File: src/rtl/cofr_pkg.sv
// Shared types and constants for the circle outline and fill rasterizer.
// No dependencies; the queue, front end, back end and top level import this package.
`default_nettype none

package cofr_pkg;

	// Input item codes.
	localparam logic MODE_START = 1'b0;

	// Result index within one iteration.
	localparam int IDX_BITS = 3;
	typedef logic [IDX_BITS-1:0] idx_t;
	localparam idx_t IDX_LAST_OUTLINE = 3'd7;	// eight octant points
	localparam idx_t IDX_LAST_FILL    = 3'd3;	// four spans

	// Per-iteration flags carried from the front end to the back end.
	typedef struct packed {
		logic fill;
		logic done;
	} cofr_flags_t;

	// Queue status seen by both ends.
	typedef struct packed {
		logic full;
		logic empty;
	} cofr_qstat_t;

endpackage

`default_nettype wire

File: src/rtl/cofr_in_if.sv
// Input request channel of the rasterizer: valid/ready plus the item fields.
// No dependencies.
`default_nettype none

interface cofr_in_if #(
	parameter int COORD_BITS = 11
);
	logic                  valid;
	logic                  ready;
	logic                  mode;
	logic [COORD_BITS-1:0] center_x;
	logic [COORD_BITS-1:0] center_y;
	logic [COORD_BITS-1:0] circle_radius;
	logic                  fill_select;

	modport source (output valid, mode, center_x, center_y, circle_radius, fill_select,
		input ready);
	modport sink (input valid, mode, center_x, center_y, circle_radius, fill_select,
		output ready);
endinterface

`default_nettype wire

File: src/rtl/cofr_out_if.sv
// Result channel of the rasterizer: valid/ready plus one point or span.
// No dependencies.
`default_nettype none

interface cofr_out_if #(
	parameter int COORD_BITS = 11
);
	localparam int OB = COORD_BITS + 2;

	logic                 valid;
	logic                 ready;
	logic signed [OB-1:0] span_start_x;
	logic signed [OB-1:0] span_end_x;
	logic signed [OB-1:0] row_y;
	logic                 last_of_run;
	logic                 circle_done;

	modport source (output valid, span_start_x, span_end_x, row_y, last_of_run, circle_done,
		input ready);
	modport sink (input valid, span_start_x, span_end_x, row_y, last_of_run, circle_done,
		output ready);
endinterface

`default_nettype wire

File: src/rtl/cofr_queue.sv
// Small FIFO of iteration jobs between front end and back end.
// Depends on cofr_pkg for the status struct.
`default_nettype none

module cofr_queue #(
	parameter int WIDTH = 46,
	parameter int DEPTH = 2
) (
	input  wire logic               clk,
	input  wire logic               arst_n,
	input  wire logic               push,
	input  wire logic [WIDTH-1:0]   wr_data,
	input  wire logic               pop,
	output logic [WIDTH-1:0]        rd_data,
	output cofr_pkg::cofr_qstat_t   qstat
);
	import cofr_pkg::*;

	localparam int PW = (DEPTH > 1) ? $clog2(DEPTH) : 1;
	localparam int CW = $clog2(DEPTH + 1);

	logic [WIDTH-1:0] mem_q [DEPTH];
	logic [PW-1:0]    wr_ptr_q;
	logic [PW-1:0]    rd_ptr_q;
	logic [CW-1:0]    count_q;

	assign qstat.full  = (count_q == CW'(DEPTH));
	assign qstat.empty = (count_q == '0);
	assign rd_data     = mem_q[rd_ptr_q];

	always_ff @(posedge clk) begin
		if (push) begin
			mem_q[wr_ptr_q] <= wr_data;
		end
	end

	always_ff @(posedge clk or negedge arst_n) begin
		if (!arst_n) begin
			wr_ptr_q <= '0;
			rd_ptr_q <= '0;
			count_q  <= '0;
		end else begin
			if (push) begin
				wr_ptr_q <= (wr_ptr_q == PW'(DEPTH - 1)) ? '0 : wr_ptr_q + PW'(1);
			end
			if (pop) begin
				rd_ptr_q <= (rd_ptr_q == PW'(DEPTH - 1)) ? '0 : rd_ptr_q + PW'(1);
			end
			if (push && !pop) begin
				count_q <= count_q + CW'(1);
			end else if (pop && !push) begin
				count_q <= count_q - CW'(1);
			end
		end
	end

endmodule

`default_nettype wire

File: src/rtl/cofr_front.sv
// Front end: accepts requests, holds circle state, runs the decision update.
// Depends on cofr_pkg and cofr_in_if.
`default_nettype none

module cofr_front #(
	parameter int COORD_BITS = 11
) (
	input  wire logic                  clk,
	input  wire logic                  arst_n,
	cofr_in_if.sink                    item,
	input  wire cofr_pkg::cofr_qstat_t qstat,
	output logic                       push,
	output logic [COORD_BITS-1:0]      job_cx,
	output logic [COORD_BITS-1:0]      job_cy,
	output logic [COORD_BITS-1:0]      job_ox,
	output logic [COORD_BITS-1:0]      job_oy,
	output cofr_pkg::cofr_flags_t      job_flags
);
	import cofr_pkg::*;

	localparam int CB = COORD_BITS;
	localparam int OW = CB + 2;	// offsets, signed; y offset can end at -1
	localparam int DW = CB + 3;	// decision term, wraps at this width
	localparam int W  = CB + 4;	// compare and update width

	logic [CB-1:0]        cx_q, cy_q, r_q;
	logic                 fill_q;
	logic signed [OW-1:0] ox_q, oy_q;
	logic signed [DW-1:0] d_q;
	logic                 active_q;

	logic                 accept, start, fill_c, done;
	logic [CB-1:0]        cx_c, cy_c, r_c;
	logic signed [OW-1:0] ox_c, oy_c;
	logic signed [DW-1:0] d_c;
	logic signed [W-1:0]  d_w, ox_w, oy_w, r_w, two_ox, gap, gap2, diff, nd, nox, noy;

	assign item.ready = !qstat.full;
	assign accept     = item.valid && item.ready;
	assign start      = (item.mode == MODE_START);

	// A start request seeds the iteration from the new radius.
	assign cx_c   = start ? item.center_x : cx_q;
	assign cy_c   = start ? item.center_y : cy_q;
	assign r_c    = start ? item.circle_radius : r_q;
	assign fill_c = start ? item.fill_select : fill_q;
	assign ox_c   = start ? '0 : ox_q;
	assign oy_c   = start ? {{(OW-CB){1'b0}}, item.circle_radius} : oy_q;
	assign d_c    = start ? ({{(DW-CB){1'b0}}, item.circle_radius} - DW'(1)) : d_q;

	assign d_w    = {{(W-DW){d_c[DW-1]}}, d_c};
	assign ox_w   = {{(W-OW){ox_c[OW-1]}}, ox_c};
	assign oy_w   = {{(W-OW){oy_c[OW-1]}}, oy_c};
	assign r_w    = {{(W-CB){1'b0}}, r_c};
	assign two_ox = {ox_w[W-2:0], 1'b0};
	assign gap    = r_w - oy_w;
	assign gap2   = {gap[W-2:0], 1'b0};
	assign diff   = oy_w - ox_w - W'(1);

	// Three-branch update: step x, step y, or step both.
	always_comb begin
		nox = ox_w;
		noy = oy_w;
		if (d_w >= two_ox) begin
			nd  = d_w - two_ox - W'(1);
			nox = ox_w + W'(1);
		end else if (d_w < gap2) begin
			nd  = d_w + {oy_w[W-2:0], 1'b0} - W'(1);
			noy = oy_w - W'(1);
		end else begin
			nd  = d_w + {diff[W-2:0], 1'b0};
			nox = ox_w + W'(1);
			noy = oy_w - W'(1);
		end
	end

	assign done = (noy < nox);
	assign push = accept && (start || active_q);

	assign job_cx         = cx_c;
	assign job_cy         = cy_c;
	assign job_ox         = ox_c[CB-1:0];
	assign job_oy         = oy_c[CB-1:0];
	assign job_flags.fill = fill_c;
	assign job_flags.done = done;

	always_ff @(posedge clk or negedge arst_n) begin
		if (!arst_n) begin
			cx_q     <= '0;
			cy_q     <= '0;
			r_q      <= '0;
			fill_q   <= 1'b0;
			ox_q     <= '0;
			oy_q     <= '0;
			d_q      <= '0;
			active_q <= 1'b0;
		end else begin
			if (accept && start) begin
				cx_q   <= item.center_x;
				cy_q   <= item.center_y;
				r_q    <= item.circle_radius;
				fill_q <= item.fill_select;
			end
			if (push) begin
				ox_q     <= nox[OW-1:0];
				oy_q     <= noy[OW-1:0];
				d_q      <= nd[DW-1:0];
				active_q <= !done;
			end
		end
	end

endmodule

`default_nettype wire

File: src/rtl/cofr_back.sv
// Back end: expands one iteration job into points or spans, one per cycle while results are taken.
// Depends on cofr_pkg and cofr_out_if.
`default_nettype none

module cofr_back #(
	parameter int COORD_BITS = 11
) (
	input  wire logic              clk,
	input  wire logic              arst_n,
	input  wire logic [COORD_BITS-1:0] job_cx,
	input  wire logic [COORD_BITS-1:0] job_cy,
	input  wire logic [COORD_BITS-1:0] job_ox,
	input  wire logic [COORD_BITS-1:0] job_oy,
	input  wire cofr_pkg::cofr_flags_t job_flags,
	input  wire cofr_pkg::cofr_qstat_t qstat,
	output logic                   pop,
	cofr_out_if.source             result
);
	import cofr_pkg::*;

	localparam int CB = COORD_BITS;
	localparam int OB = CB + 2;

	logic [CB-1:0]        cx_q, cy_q, ox_q, oy_q;
	cofr_flags_t          flags_q;
	logic                 cur_valid_q;
	idx_t                 idx_q;
	logic                 out_valid_q;
	logic signed [OB-1:0] sx_q, ex_q, y_q;
	logic                 last_q, done_q;

	logic                 slot_free, advance, last;
	logic                 x_uses_oy, x_neg, y_neg;
	logic [CB-1:0]        ax, ay;
	logic signed [OB-1:0] cx_e, cy_e, ax_e, ay_e, plus_x, minus_x, sx, ex, y;

	assign slot_free = !out_valid_q || result.ready;
	assign advance   = cur_valid_q && slot_free;
	assign last      = (idx_q == (flags_q.fill ? IDX_LAST_FILL : IDX_LAST_OUTLINE));
	assign pop       = !qstat.empty && (!cur_valid_q || (advance && last));

	// Octant and span order of one iteration.
	always_comb begin
		if (flags_q.fill) begin
			x_uses_oy = (idx_q == idx_t'(0)) || (idx_q == IDX_LAST_FILL);
			x_neg     = 1'b0;
			y_neg     = idx_q[1];
		end else begin
			x_uses_oy = idx_q[0];
			x_neg     = idx_q[1];
			y_neg     = idx_q[2];
		end
	end

	assign ax      = x_uses_oy ? oy_q : ox_q;
	assign ay      = x_uses_oy ? ox_q : oy_q;
	assign cx_e    = {2'b00, cx_q};
	assign cy_e    = {2'b00, cy_q};
	assign ax_e    = {2'b00, ax};
	assign ay_e    = {2'b00, ay};
	assign plus_x  = cx_e + ax_e;
	assign minus_x = cx_e - ax_e;
	assign y       = y_neg ? (cy_e - ay_e) : (cy_e + ay_e);
	assign sx      = (flags_q.fill || x_neg) ? minus_x : plus_x;
	assign ex      = flags_q.fill ? plus_x : sx;

	assign result.valid        = out_valid_q;
	assign result.span_start_x = sx_q;
	assign result.span_end_x   = ex_q;
	assign result.row_y        = y_q;
	assign result.last_of_run  = last_q;
	assign result.circle_done  = done_q;

	// Job and output payload registers.
	always_ff @(posedge clk) begin
		if (pop) begin
			cx_q    <= job_cx;
			cy_q    <= job_cy;
			ox_q    <= job_ox;
			oy_q    <= job_oy;
			flags_q <= job_flags;
		end
		if (advance) begin
			sx_q   <= sx;
			ex_q   <= ex;
			y_q    <= y;
			last_q <= last;
			done_q <= flags_q.done;
		end
	end

	always_ff @(posedge clk or negedge arst_n) begin
		if (!arst_n) begin
			cur_valid_q <= 1'b0;
			idx_q       <= '0;
			out_valid_q <= 1'b0;
		end else begin
			if (pop) begin
				cur_valid_q <= 1'b1;
				idx_q       <= '0;
			end else if (advance) begin
				if (last) begin
					cur_valid_q <= 1'b0;
				end else begin
					idx_q <= idx_q + idx_t'(1);
				end
			end
			if (slot_free) begin
				out_valid_q <= advance;
			end
		end
	end

endmodule

`default_nettype wire

File: src/rtl/circle_outline_and_fill_rasterizer.sv
// Top level of the circle outline and fill rasterizer.
// Depends on cofr_pkg, cofr_in_if, cofr_out_if, cofr_front, cofr_queue, cofr_back.
//
//   channel   direction  moves                            width per request
//   item      sink       start or step request            mode, 3 x COORD_BITS, fill
//   result    source     one point or one span            3 x (COORD_BITS+2) signed, 2 flags
//
// Cycles: the front end takes one request per cycle while the job queue has room.
// An outline iteration yields eight points through the result register, a fill iteration
// four spans; a step with no circle in progress yields nothing.
// The single result register, one point or span per cycle while results are taken, sets the sustained rate.
// Reset: asynchronous, active low; clears circle state, queue and both valid flags.
// Stalls: a held result stalls the back end only; the front end keeps taking
// requests until the queue fills.
`default_nettype none

module circle_outline_and_fill_rasterizer #(
	parameter int COORD_BITS  = 11,
	parameter int QUEUE_DEPTH = 2
) (
	input  wire logic clk,
	input  wire logic arst_n,
	cofr_in_if.sink   item,
	cofr_out_if.source result
);
	import cofr_pkg::*;

	localparam int JW = 4 * COORD_BITS + $bits(cofr_flags_t);

	logic                  push, pop;
	logic [COORD_BITS-1:0] f_cx, f_cy, f_ox, f_oy;
	logic [COORD_BITS-1:0] b_cx, b_cy, b_ox, b_oy;
	cofr_flags_t           f_flags, b_flags;
	cofr_qstat_t           qstat;
	logic [JW-1:0]         q_wr, q_rd;

	// Classify the request, advance the decision term, hand off the iteration.
	cofr_front #(.COORD_BITS(COORD_BITS)) u_front (
		.clk       (clk),
		.arst_n    (arst_n),
		.item      (item),
		.qstat     (qstat),
		.push      (push),
		.job_cx    (f_cx),
		.job_cy    (f_cy),
		.job_ox    (f_ox),
		.job_oy    (f_oy),
		.job_flags (f_flags)
	);

	// Pack an iteration: center, pre-update offsets, fill and done flags.
	assign q_wr = {f_cx, f_cy, f_ox, f_oy, f_flags};

	cofr_queue #(.WIDTH(JW), .DEPTH(QUEUE_DEPTH)) u_queue (
		.clk     (clk),
		.arst_n  (arst_n),
		.push    (push),
		.wr_data (q_wr),
		.pop     (pop),
		.rd_data (q_rd),
		.qstat   (qstat)
	);

	assign {b_cx, b_cy, b_ox, b_oy, b_flags} = q_rd;

	// Expand each iteration into eight points or four spans.
	cofr_back #(.COORD_BITS(COORD_BITS)) u_back (
		.clk       (clk),
		.arst_n    (arst_n),
		.job_cx    (b_cx),
		.job_cy    (b_cy),
		.job_ox    (b_ox),
		.job_oy    (b_oy),
		.job_flags (b_flags),
		.qstat     (qstat),
		.pop       (pop),
		.result    (result)
	);

endmodule

`default_nettype wire

File: src/flat_wrapper.sv
// flat-port wrapper written by rule: the top's interface ports become plain ports
module circle_outline_and_fill_rasterizer_flat import cofr_pkg::*;
#(
	parameter int COORD_BITS  = 11,
	parameter int QUEUE_DEPTH = 2
)
  (clk, arst_n, item_valid, item_mode, item_center_x, item_center_y, item_circle_radius, item_fill_select, item_ready, result_valid, result_span_start_x, result_span_end_x, result_row_y, result_last_of_run, result_circle_done, result_ready);
  cofr_in_if #(.COORD_BITS(COORD_BITS)) item_i ();
  cofr_out_if #(.COORD_BITS(COORD_BITS)) result_i ();
  input  wire logic clk;
  input  wire logic arst_n;
  input wire logic [$bits(item_i.valid)-1:0] item_valid;
  input wire logic [$bits(item_i.mode)-1:0] item_mode;
  input wire logic [$bits(item_i.center_x)-1:0] item_center_x;
  input wire logic [$bits(item_i.center_y)-1:0] item_center_y;
  input wire logic [$bits(item_i.circle_radius)-1:0] item_circle_radius;
  input wire logic [$bits(item_i.fill_select)-1:0] item_fill_select;
  output wire logic [$bits(item_i.ready)-1:0] item_ready;
  output wire logic [$bits(result_i.valid)-1:0] result_valid;
  output wire logic [$bits(result_i.span_start_x)-1:0] result_span_start_x;
  output wire logic [$bits(result_i.span_end_x)-1:0] result_span_end_x;
  output wire logic [$bits(result_i.row_y)-1:0] result_row_y;
  output wire logic [$bits(result_i.last_of_run)-1:0] result_last_of_run;
  output wire logic [$bits(result_i.circle_done)-1:0] result_circle_done;
  input wire logic [$bits(result_i.ready)-1:0] result_ready;
  assign item_i.valid = item_valid;
  assign item_i.mode = item_mode;
  assign item_i.center_x = item_center_x;
  assign item_i.center_y = item_center_y;
  assign item_i.circle_radius = item_circle_radius;
  assign item_i.fill_select = item_fill_select;
  assign item_ready = item_i.ready;
  assign result_valid = result_i.valid;
  assign result_span_start_x = result_i.span_start_x;
  assign result_span_end_x = result_i.span_end_x;
  assign result_row_y = result_i.row_y;
  assign result_last_of_run = result_i.last_of_run;
  assign result_circle_done = result_i.circle_done;
  assign result_i.ready = result_ready;
  circle_outline_and_fill_rasterizer #(.COORD_BITS(COORD_BITS), .QUEUE_DEPTH(QUEUE_DEPTH)) u_core (.clk(clk), .arst_n(arst_n), .item(item_i), .result(result_i));
endmodule
File: config.mk
export PLATFORM = sky130hd
export DESIGN_NAME = circle_outline_and_fill_rasterizer_flat
export DESIGN_NICKNAME = d
export VERILOG_FILES = /design/src/rtl/cofr_pkg.sv /design/src/rtl/cofr_in_if.sv /design/src/rtl/cofr_out_if.sv /design/src/rtl/cofr_queue.sv /design/src/rtl/cofr_front.sv /design/src/rtl/cofr_back.sv /design/src/rtl/circle_outline_and_fill_rasterizer.sv /design/src/flat_wrapper.sv
export SDC_FILE = /design/constraint.sdc
export NUM_CORES = 1
export LEC_CHECK = 0
export BUFFER_PORTS_ARGS = -buffer_cell sky130_fd_sc_hd__buf_2
export CAP_MARGIN = 40
export CORE_MARGIN = 1.5
export CORE_UTILIZATION = 35
export CTS_BUF_LIST = sky130_fd_sc_hd__clkbuf_8
export CTS_CLUSTER_DIAMETER = 120
export DETAILED_ROUTE_END_ITERATION = 8
export GPL_TIMING_DRIVEN = 0
export PLACE_DENSITY = 0.47
export RECOVER_POWER = 25
export SYNTH_ARGS = -nofsm -noshare
export SYNTH_HDL_FRONTEND = slang
export SYNTH_SLANG_ARGS = --single-unit
File: constraint.sdc
create_clock -name clk -period 8.13 [get_ports clk]
set_input_delay 2.439 -clock clk [delete_from_list [all_inputs] [get_ports clk]]
set_output_delay 2.439 -clock clk [all_outputs]
set_load 0.02 [all_outputs]
* Word-level counts from Yosys, hierarchy flattened *
Memories as Yosys holds them, arrays and structs flattened. A register that Yosys moved wholly into a read port is not among the register bits.
Index checks and enable logic that the tools add are counted.

storage, ports and cells
  bits in registers = 125
  RAM bits = 92
  output and inout bits = 43
  memories kept = 1

memories
  memory                words  width  read ports  clocked after Yosys merged registers in  wr ports  RTL line          RTL
  u_core.u_queue.mem_q  2      46     1           1                                        1         cofr_queue.sv:22  logic [WIDTH-1:0] mem_q [DEPTH];

operators by class
  add/sub/neg operators = 20
  $lt $le $gt $ge = 3
  equal/unequal tests = 4
  multiplexer cells = 33
  bitwise operators = 1
  reduce and logical (&&, ||, !) cells = 27

operators by type and width
  cell                                                number
  two-way mux 13 bit                                  5
  two-way mux 11 bit                                  5
  two-way mux 15 bit                                  3
  two-way mux 14 bit                                  3
  adder 14 bit                                        2
  adder 11 x 11 -> 12 bit                             2
  subtractor 11 x 11 -> 12 bit                        2
  less-than comparator 14 x 15 -> 1 bit               1
  less-than comparator 15 bit                         1
  adder 13 x 2 -> 14 bit, second input constant       1
  greater-or-equal comparator 14 bit                  1
  subtractor 12 x 13 -> 14 bit                        1
  subtractor 13 x 2 -> 14 bit, second input constant  1
  subtractor 14 x 1 -> 14 bit, second input constant  1
  subtractor 14 bit                                   1
  subtractor 14 x 2 -> 14 bit, second input constant  1
  subtractor 13 bit                                   1
  subtractor 13 x 2 -> 13 bit, second input constant  1
  two-way mux 3 bit                                   4
  subtractor 11 x 1 -> 12 bit, second input constant  1
  two-way mux 1 bit                                   11
  logical AND 1 bit                                   8
  zero test 1 bit                                     7
  nonzero test 2 bit                                  3
  other kinds (14)                                    21

* Logic depth before layout (Yosys ltp) *
  depth after elaboration = 9
  depth in mapped cells = 38
  gate-level depth less buffers = 32

* Cells and area by module *
From an unflattened synthesis, not the netlist that was laid out.

unflattened totals
  cells, all modules = 1,625
  area, all modules = 17,440.5 um^2

by module, submodules not included
  module      times used  cells each  area each (um^2)  sequential area each (um^2)
  cofr_front  1           997         8,311.7           1,876.8
  cofr_back   1           469         5,499.0           2,707.6
  cofr_queue  1           159         3,629.7           2,862.7

* Least setup slack after synthesis *
No wires, ideal clock.

  kind = input-to-reg
  start = in item_mode
  end = reg u_core.u_front.active_q
  library setup time = 0.141 ns
  data arrival time = 9.137 ns
  required time = 7.989 ns
  path slack = -1.148 ns
  stages = 37
  path buffers = 8
  path through = buf_4 -> buf_2 -> buf_2 -> buf_2 -> clkbuf_1 -> buf_1 -> clkbuf_1 -> nand2_1 -> o21ai_0 -> ha_1 -> nor2b_1 -> o21ai_0 -> a21oi_1 -> o21ai_0 -> nand2b_1 -> a21o_1 -> a41o_1 -> o41ai_1 -> xnor2_1 -> ha_1 -> a21o_1 -> a21oi_1 -> o211ai_1 -> a311o_1 -> a21bo_1 -> buf_2 -> nand4_2 -> nor2_1 -> xnor2_1 -> ha_1 -> a21o_1 -> a21o_1 -> a21oi_1 -> nor2b_1 -> o21ai_0 -> nor4b_1 -> a221oi_2

between the ends
  word-level cells in the longest chain between the ends = 7

ends and longest elaborated chain
  what                                                      RTL line                            RTL
  from (decl)                                               flat_wrapper.sv:13                  input wire logic [$bits(item_i.mode)-1:0] item_mode;
  two-way mux 11 bit or two-way mux 13 bit (tied branches)  cofr_front.sv:45, cofr_front.sv:48
  subtractor 12 x 13 -> 14 bit                              cofr_front.sv:56                    assign gap = r_w - oy_w;
  less-than comparator 14 x 15 -> 1 bit                     cofr_front.sv:67                    end else if (d_w < gap2) begin
  two-way mux 15 bit                                        cofr_front.sv:67
  two-way mux 15 bit                                        cofr_front.sv:64                    if (d_w >= two_ox) begin
  less-than comparator 15 bit                               cofr_front.sv:77                    assign done = (noy < nox);
  zero test 1 bit                                           cofr_front.sv:108                   active_q <= !done;
  to (signal assigned)                                      cofr_front.sv:108
  to (decl)                                                 cofr_front.sv:30                    logic active_q;

Parallel ways exist; a longest one is shown, timed or not.
A chain may end at the register's enable or synchronous reset.

* Final worst setup path *
  start = in item_mode
  end = mem u_core.u_queue.mem_q[1][0] (data pin)

between the ends
  word-level cells in the longest chain between the ends = 6

ends and longest elaborated chain
  what                                                      RTL line                            RTL
  two-way mux 11 bit or two-way mux 13 bit (tied branches)  cofr_front.sv:45, cofr_front.sv:48
  subtractor 12 x 13 -> 14 bit                              cofr_front.sv:56
  less-than comparator 14 x 15 -> 1 bit                     cofr_front.sv:67
  two-way mux 15 bit                                        cofr_front.sv:67
  two-way mux 15 bit                                        cofr_front.sv:64
  less-than comparator 15 bit *                             cofr_front.sv:77
  via u_core.u_front.done                                   cofr_front.sv:32                    logic accept, start, fill_c, done;
  to (decl)                                                 cofr_queue.sv:22

The timed path passes the listed nets; every way through them passes the cells marked *.

==> metrics.md <==
| Metric | Value |
|---|---|
| RSZ-0062 raised after global routing | no |
| EDFF count, synth | ~180 |
| Min-Delay Path Class | flop to flop |
| Wire length of the first global-routing pass | about 71000 um |
| DRT Pass-1 Iters | 5 |
| Fin nets | around 2000 |
| CP bufs+invs | 7 |
| CP Launch Type | primary input |
| Max_slew headroom | -118.7% |
| Die Wd | around 220 um |
| Synth warnings | 0 |
| Most frequent cells in the layout | edfxtp_1, ha_1, inv_1, nand2_1, mux2_2 |
| Failing checks | capacitance limit, slew limit |
| Busiest grt layer | met2 |
| Kind of critical path | primary input to flop |
| Largest delay contributor family on the critical path | compound AO/OA/AOI/OAI gates |
| Status | complete, but fails checks |
| Core area | ~0.048 mm^2 |
| Met2 GRT Util | around 33% |
| Mapped Nets | roughly 1800 |
| Pwr Density | 375.8 mW/mm^2 |
| Fmax | ~0.13 GHz |
| Clock sinks | 262 |
| Largest net degree at the start of global routing | 51 |
| Starting density of the core | between 30% and 40% |
| DP Wirelength | 35040 um |
| ANT cells | 0 |
| Initial antenna violation count | 0 |
| Routed WL per cell | 19.15 um |
| Fraction of registers with async set or reset after synthesis | 32.06% |
| Routability cong. | 0.8499 |
| Min Hold Slack | 0.4691 ns |
| Drt initial violations | ~650 |
| Crit path max fanout | 9 |
| Via count | 12213 |
| # H-tree levels | 2 |
| Drt drc | 0 |
| Syn Inst Count | around 1600 |
| VDD IR max | 0.0001662 V |
| Leak | roughly 8.4 nW |
| Clock transition at path regs | about 0.060 ns |
| Max-slew violation count | 87 |
| Most used cell, CP | a21oi_2 |
| GRT met3 Usage | 2.394% |
| Gr ovfl total | 0 |
| Pre-CTS WS | -1.438 ns |
| Vias in the first global route | about 12000 |
| Worst Path Arrival | about 8.3 ns |
| CP endpoint kind | flop |
| Final min period | 7.927 ns |
| Met1 global-route usage | a little under a quarter |
| Max Root-Sink Buffers | 3 |
| Seq/Total Area, Yosys | 44.18% |
| Vias per cell | roughly 5 |
| Critical path's slowest cell | a311o_1 |
| IO Count | between 80 and 90 |
| Finished Layout Cells | between 2000 and 2500 |
| Die footprint | 0.04949 mm^2 |
| Fillers | 4635 |
| Die Y-Extent | 222.5 um |
| IO buf count | between 70 and 80 |
| Final setup violation count | 0 |
| Syn Area/Cell | ~11 um^2 |
| Total of max-cap violations | 2 |
| Worst Tran Pin Value | about 3.3 ns |
| Row count | 80 |
| Worst path max stage delay | 0.37 ns |
| Syn Std Cell Area | 0.01686 mm^2 |
| TritonCTS clock tree | done |
| DP Cell Count | approximately 2300 |
| Synth unique cells | a little over 80 |
| Worst-skew pair later-pin latency | 0.60 ns |
| Synth-to-Final Area Change | 17.26% |
| Routed wire length | around 46000 um |
| Total CTS buffers | 46 |
| Synth Flop Type | edfxtp_1 |
| Commonest non-fill, non-tap cell in the layout | edfxtp_1 |
| Final Skew | 0.03308 ns |
| Final period utilization | between 90% and 100% |
| Layout cells sized above 1 | 22.12% |
| Endpoints failing hold | 0 |
| Required @ worst endpoint | 8.51 ns |
| Flops & latches, synth | between 200 and 300 |
| GRT Util Overall | 18.60% |
| Detail Route Antenna Nets | 0 |
| Fin worst setup slack | between 0.2 and 0.25 ns |
| Root buffer cell | clkbuf_8 |
[metal layers]
metal	vias to the layer above	wire, um
met5	-	0
met4	0	1288
met3	76	1514
met2	244	22920
met1	5867	20520
li1	6026	-
[registers in the layout, summed over array words and instances (netlist names), 3 cells and up]
signal                             cells
u_core.u_back.cx_q                    11
u_core.u_back.cy_q                    11
u_core.u_back.idx_q                    3
u_core.u_back.ox_q                    11
u_core.u_back.oy_q                    11
u_core.u_back.result.row_y            13
u_core.u_back.result.span_end_x       13
u_core.u_back.result.span_start_x     12
u_core.u_front.cx_q                   11
u_core.u_front.cy_q                   11
u_core.u_front.d_q                    14
u_core.u_front.ox_q                   13
u_core.u_front.oy_q                   13
u_core.u_front.r_q                    11
u_core.u_queue.mem_q                  92
[cells in the mapped netlist, types with 13 or more instances]
| library cell | n | area share [%] |
|---|---|---|
| a211oi_1 | 13 | 0.58 |
| nor2b_1 | 15 | 0.56 |
| edfxtp_1 | 178 | 32 |
| xnor2_1 | 88 | 4.6 |
| inv_1 | 127 | 2.8 |
| nand3_1 | 18 | 0.53 |
| xor2_1 | 30 | 1.6 |
| nand2_1 | 138 | 3.1 |
| o21bai_1 | 16 | 0.71 |
| nor2_1 | 100 | 2.2 |
| nand2b_1 | 17 | 0.63 |
| mux2_2 | 138 | 9.2 |
| a21o_1 | 35 | 1.6 |
| o21ai_0 | 80 | 2.4 |
| clkbuf_1 | 32 | 0.71 |
| mux2i_1 | 15 | 0.89 |
| nor3_1 | 34 | 1.0 |
| ha_1 | 151 | 11 |
| a21oi_1 | 96 | 2.9 |
| dfrtp_1 | 84 | 12 |
[kinds of logic after synthesis]
group	synth area share (%)
flops	44.18
mux	10.24
compound gates	12.19
xor+xnor	6.131
buf+inv	4.156
fa+ha+maj	12.28
simple gates	10.82
[metrics by stage]
stage / instance area (um^2) / power [mW] / TNS [ns] / util (%)
3_5_place_dp: 18390 / 6.118 / -8.414 / 38.60
3_3_place_gp: 18140 / 6.023 / -7.380 / 38.08
2_1_floorplan: 16980 / 5.034 / -0.4177 / -
6_report: 19770 / 7.429 / 0 / 41.49
4_1_cts: 19660 / 7.440 / 0 / 41.27
5_1_grt: 19770 / 8.028 / 0 / 41.49
[where the power goes]
part           leakage (nW)  switching [mW]  total (mW)  internal (mW)
registers              2.69           0.161        2.15           1.99
clock network         0.519           0.571        1.21          0.637
logic                  5.14            2.35        4.07           1.72
total                  8.35            3.08        7.43           4.35
[worst reg2reg max path, delay by kind of cell, from the launching register on]
kind / cells / cell delay [ns]
XOR/XNOR: 2 / 0.28
AND/OR/NAND/NOR: 4 / 0.47
buffers and inverters: 3 / 0.38
adder cells (fa/ha/maj): 3 / 0.82
multiplexers: 1 / 0.31
flip-flops: 1 / 0.39
AO/OA/AOI/OAI: 17 / 3.22
[timing repair]
item	CTS	global route
endpoints found under the hold margin	0	0
resized for setup	26	18
pin swaps	22	36
buffers inserted	35	8
endpoints found under the setup margin	3	4
hold buffers	0	0
[final timing paths]
kind	from	depth (start not counted)	slack, ns	to
min in group asynchronous	arst_n	1	2.48	u_core.u_front.r_q[1]$_DFFE_PN0P_
min reg2reg	u_core.u_front.d_q[1]$_DFFE_PN0P_	1	0.47	u_core.u_front.d_q[1]$_DFFE_PN0P_
max reg2reg	u_core.u_front.oy_q[0]$_DFFE_PN0P_	30	2.06	u_core.u_queue.mem_q[1][0]$_DFFE_PP_
max in group asynchronous	arst_n	2	1.63	u_core.u_front.cy_q[10]$_DFFE_PN0P_
min	u_core.u_front.d_q[1]$_DFFE_PN0P_	1	0.47	u_core.u_front.d_q[1]$_DFFE_PN0P_
max	item_mode	35	0.20	u_core.u_queue.mem_q[1][0]$_DFFE_PP_
[final cells by class]
class / instances / area (um^2) / share of cell area (%)
Sequential cell: 262 / 7447 / 37.67
Multi-Input combinational cell: 1142 / 8945 / 45.25
Inverter: 129 / 484.2 / 2.450
Tap cell: 615 / 769.5 / 3.893
Clock buffer: 50 / 688.2 / 3.481
Clock inverter: 35 / 214.0 / 1.082
Buffer: 48 / 292.8 / 1.481
Timing Repair Buffer: 133 / 927.1 / 4.690
Note: power is estimated with default switching activity, not from simulation.
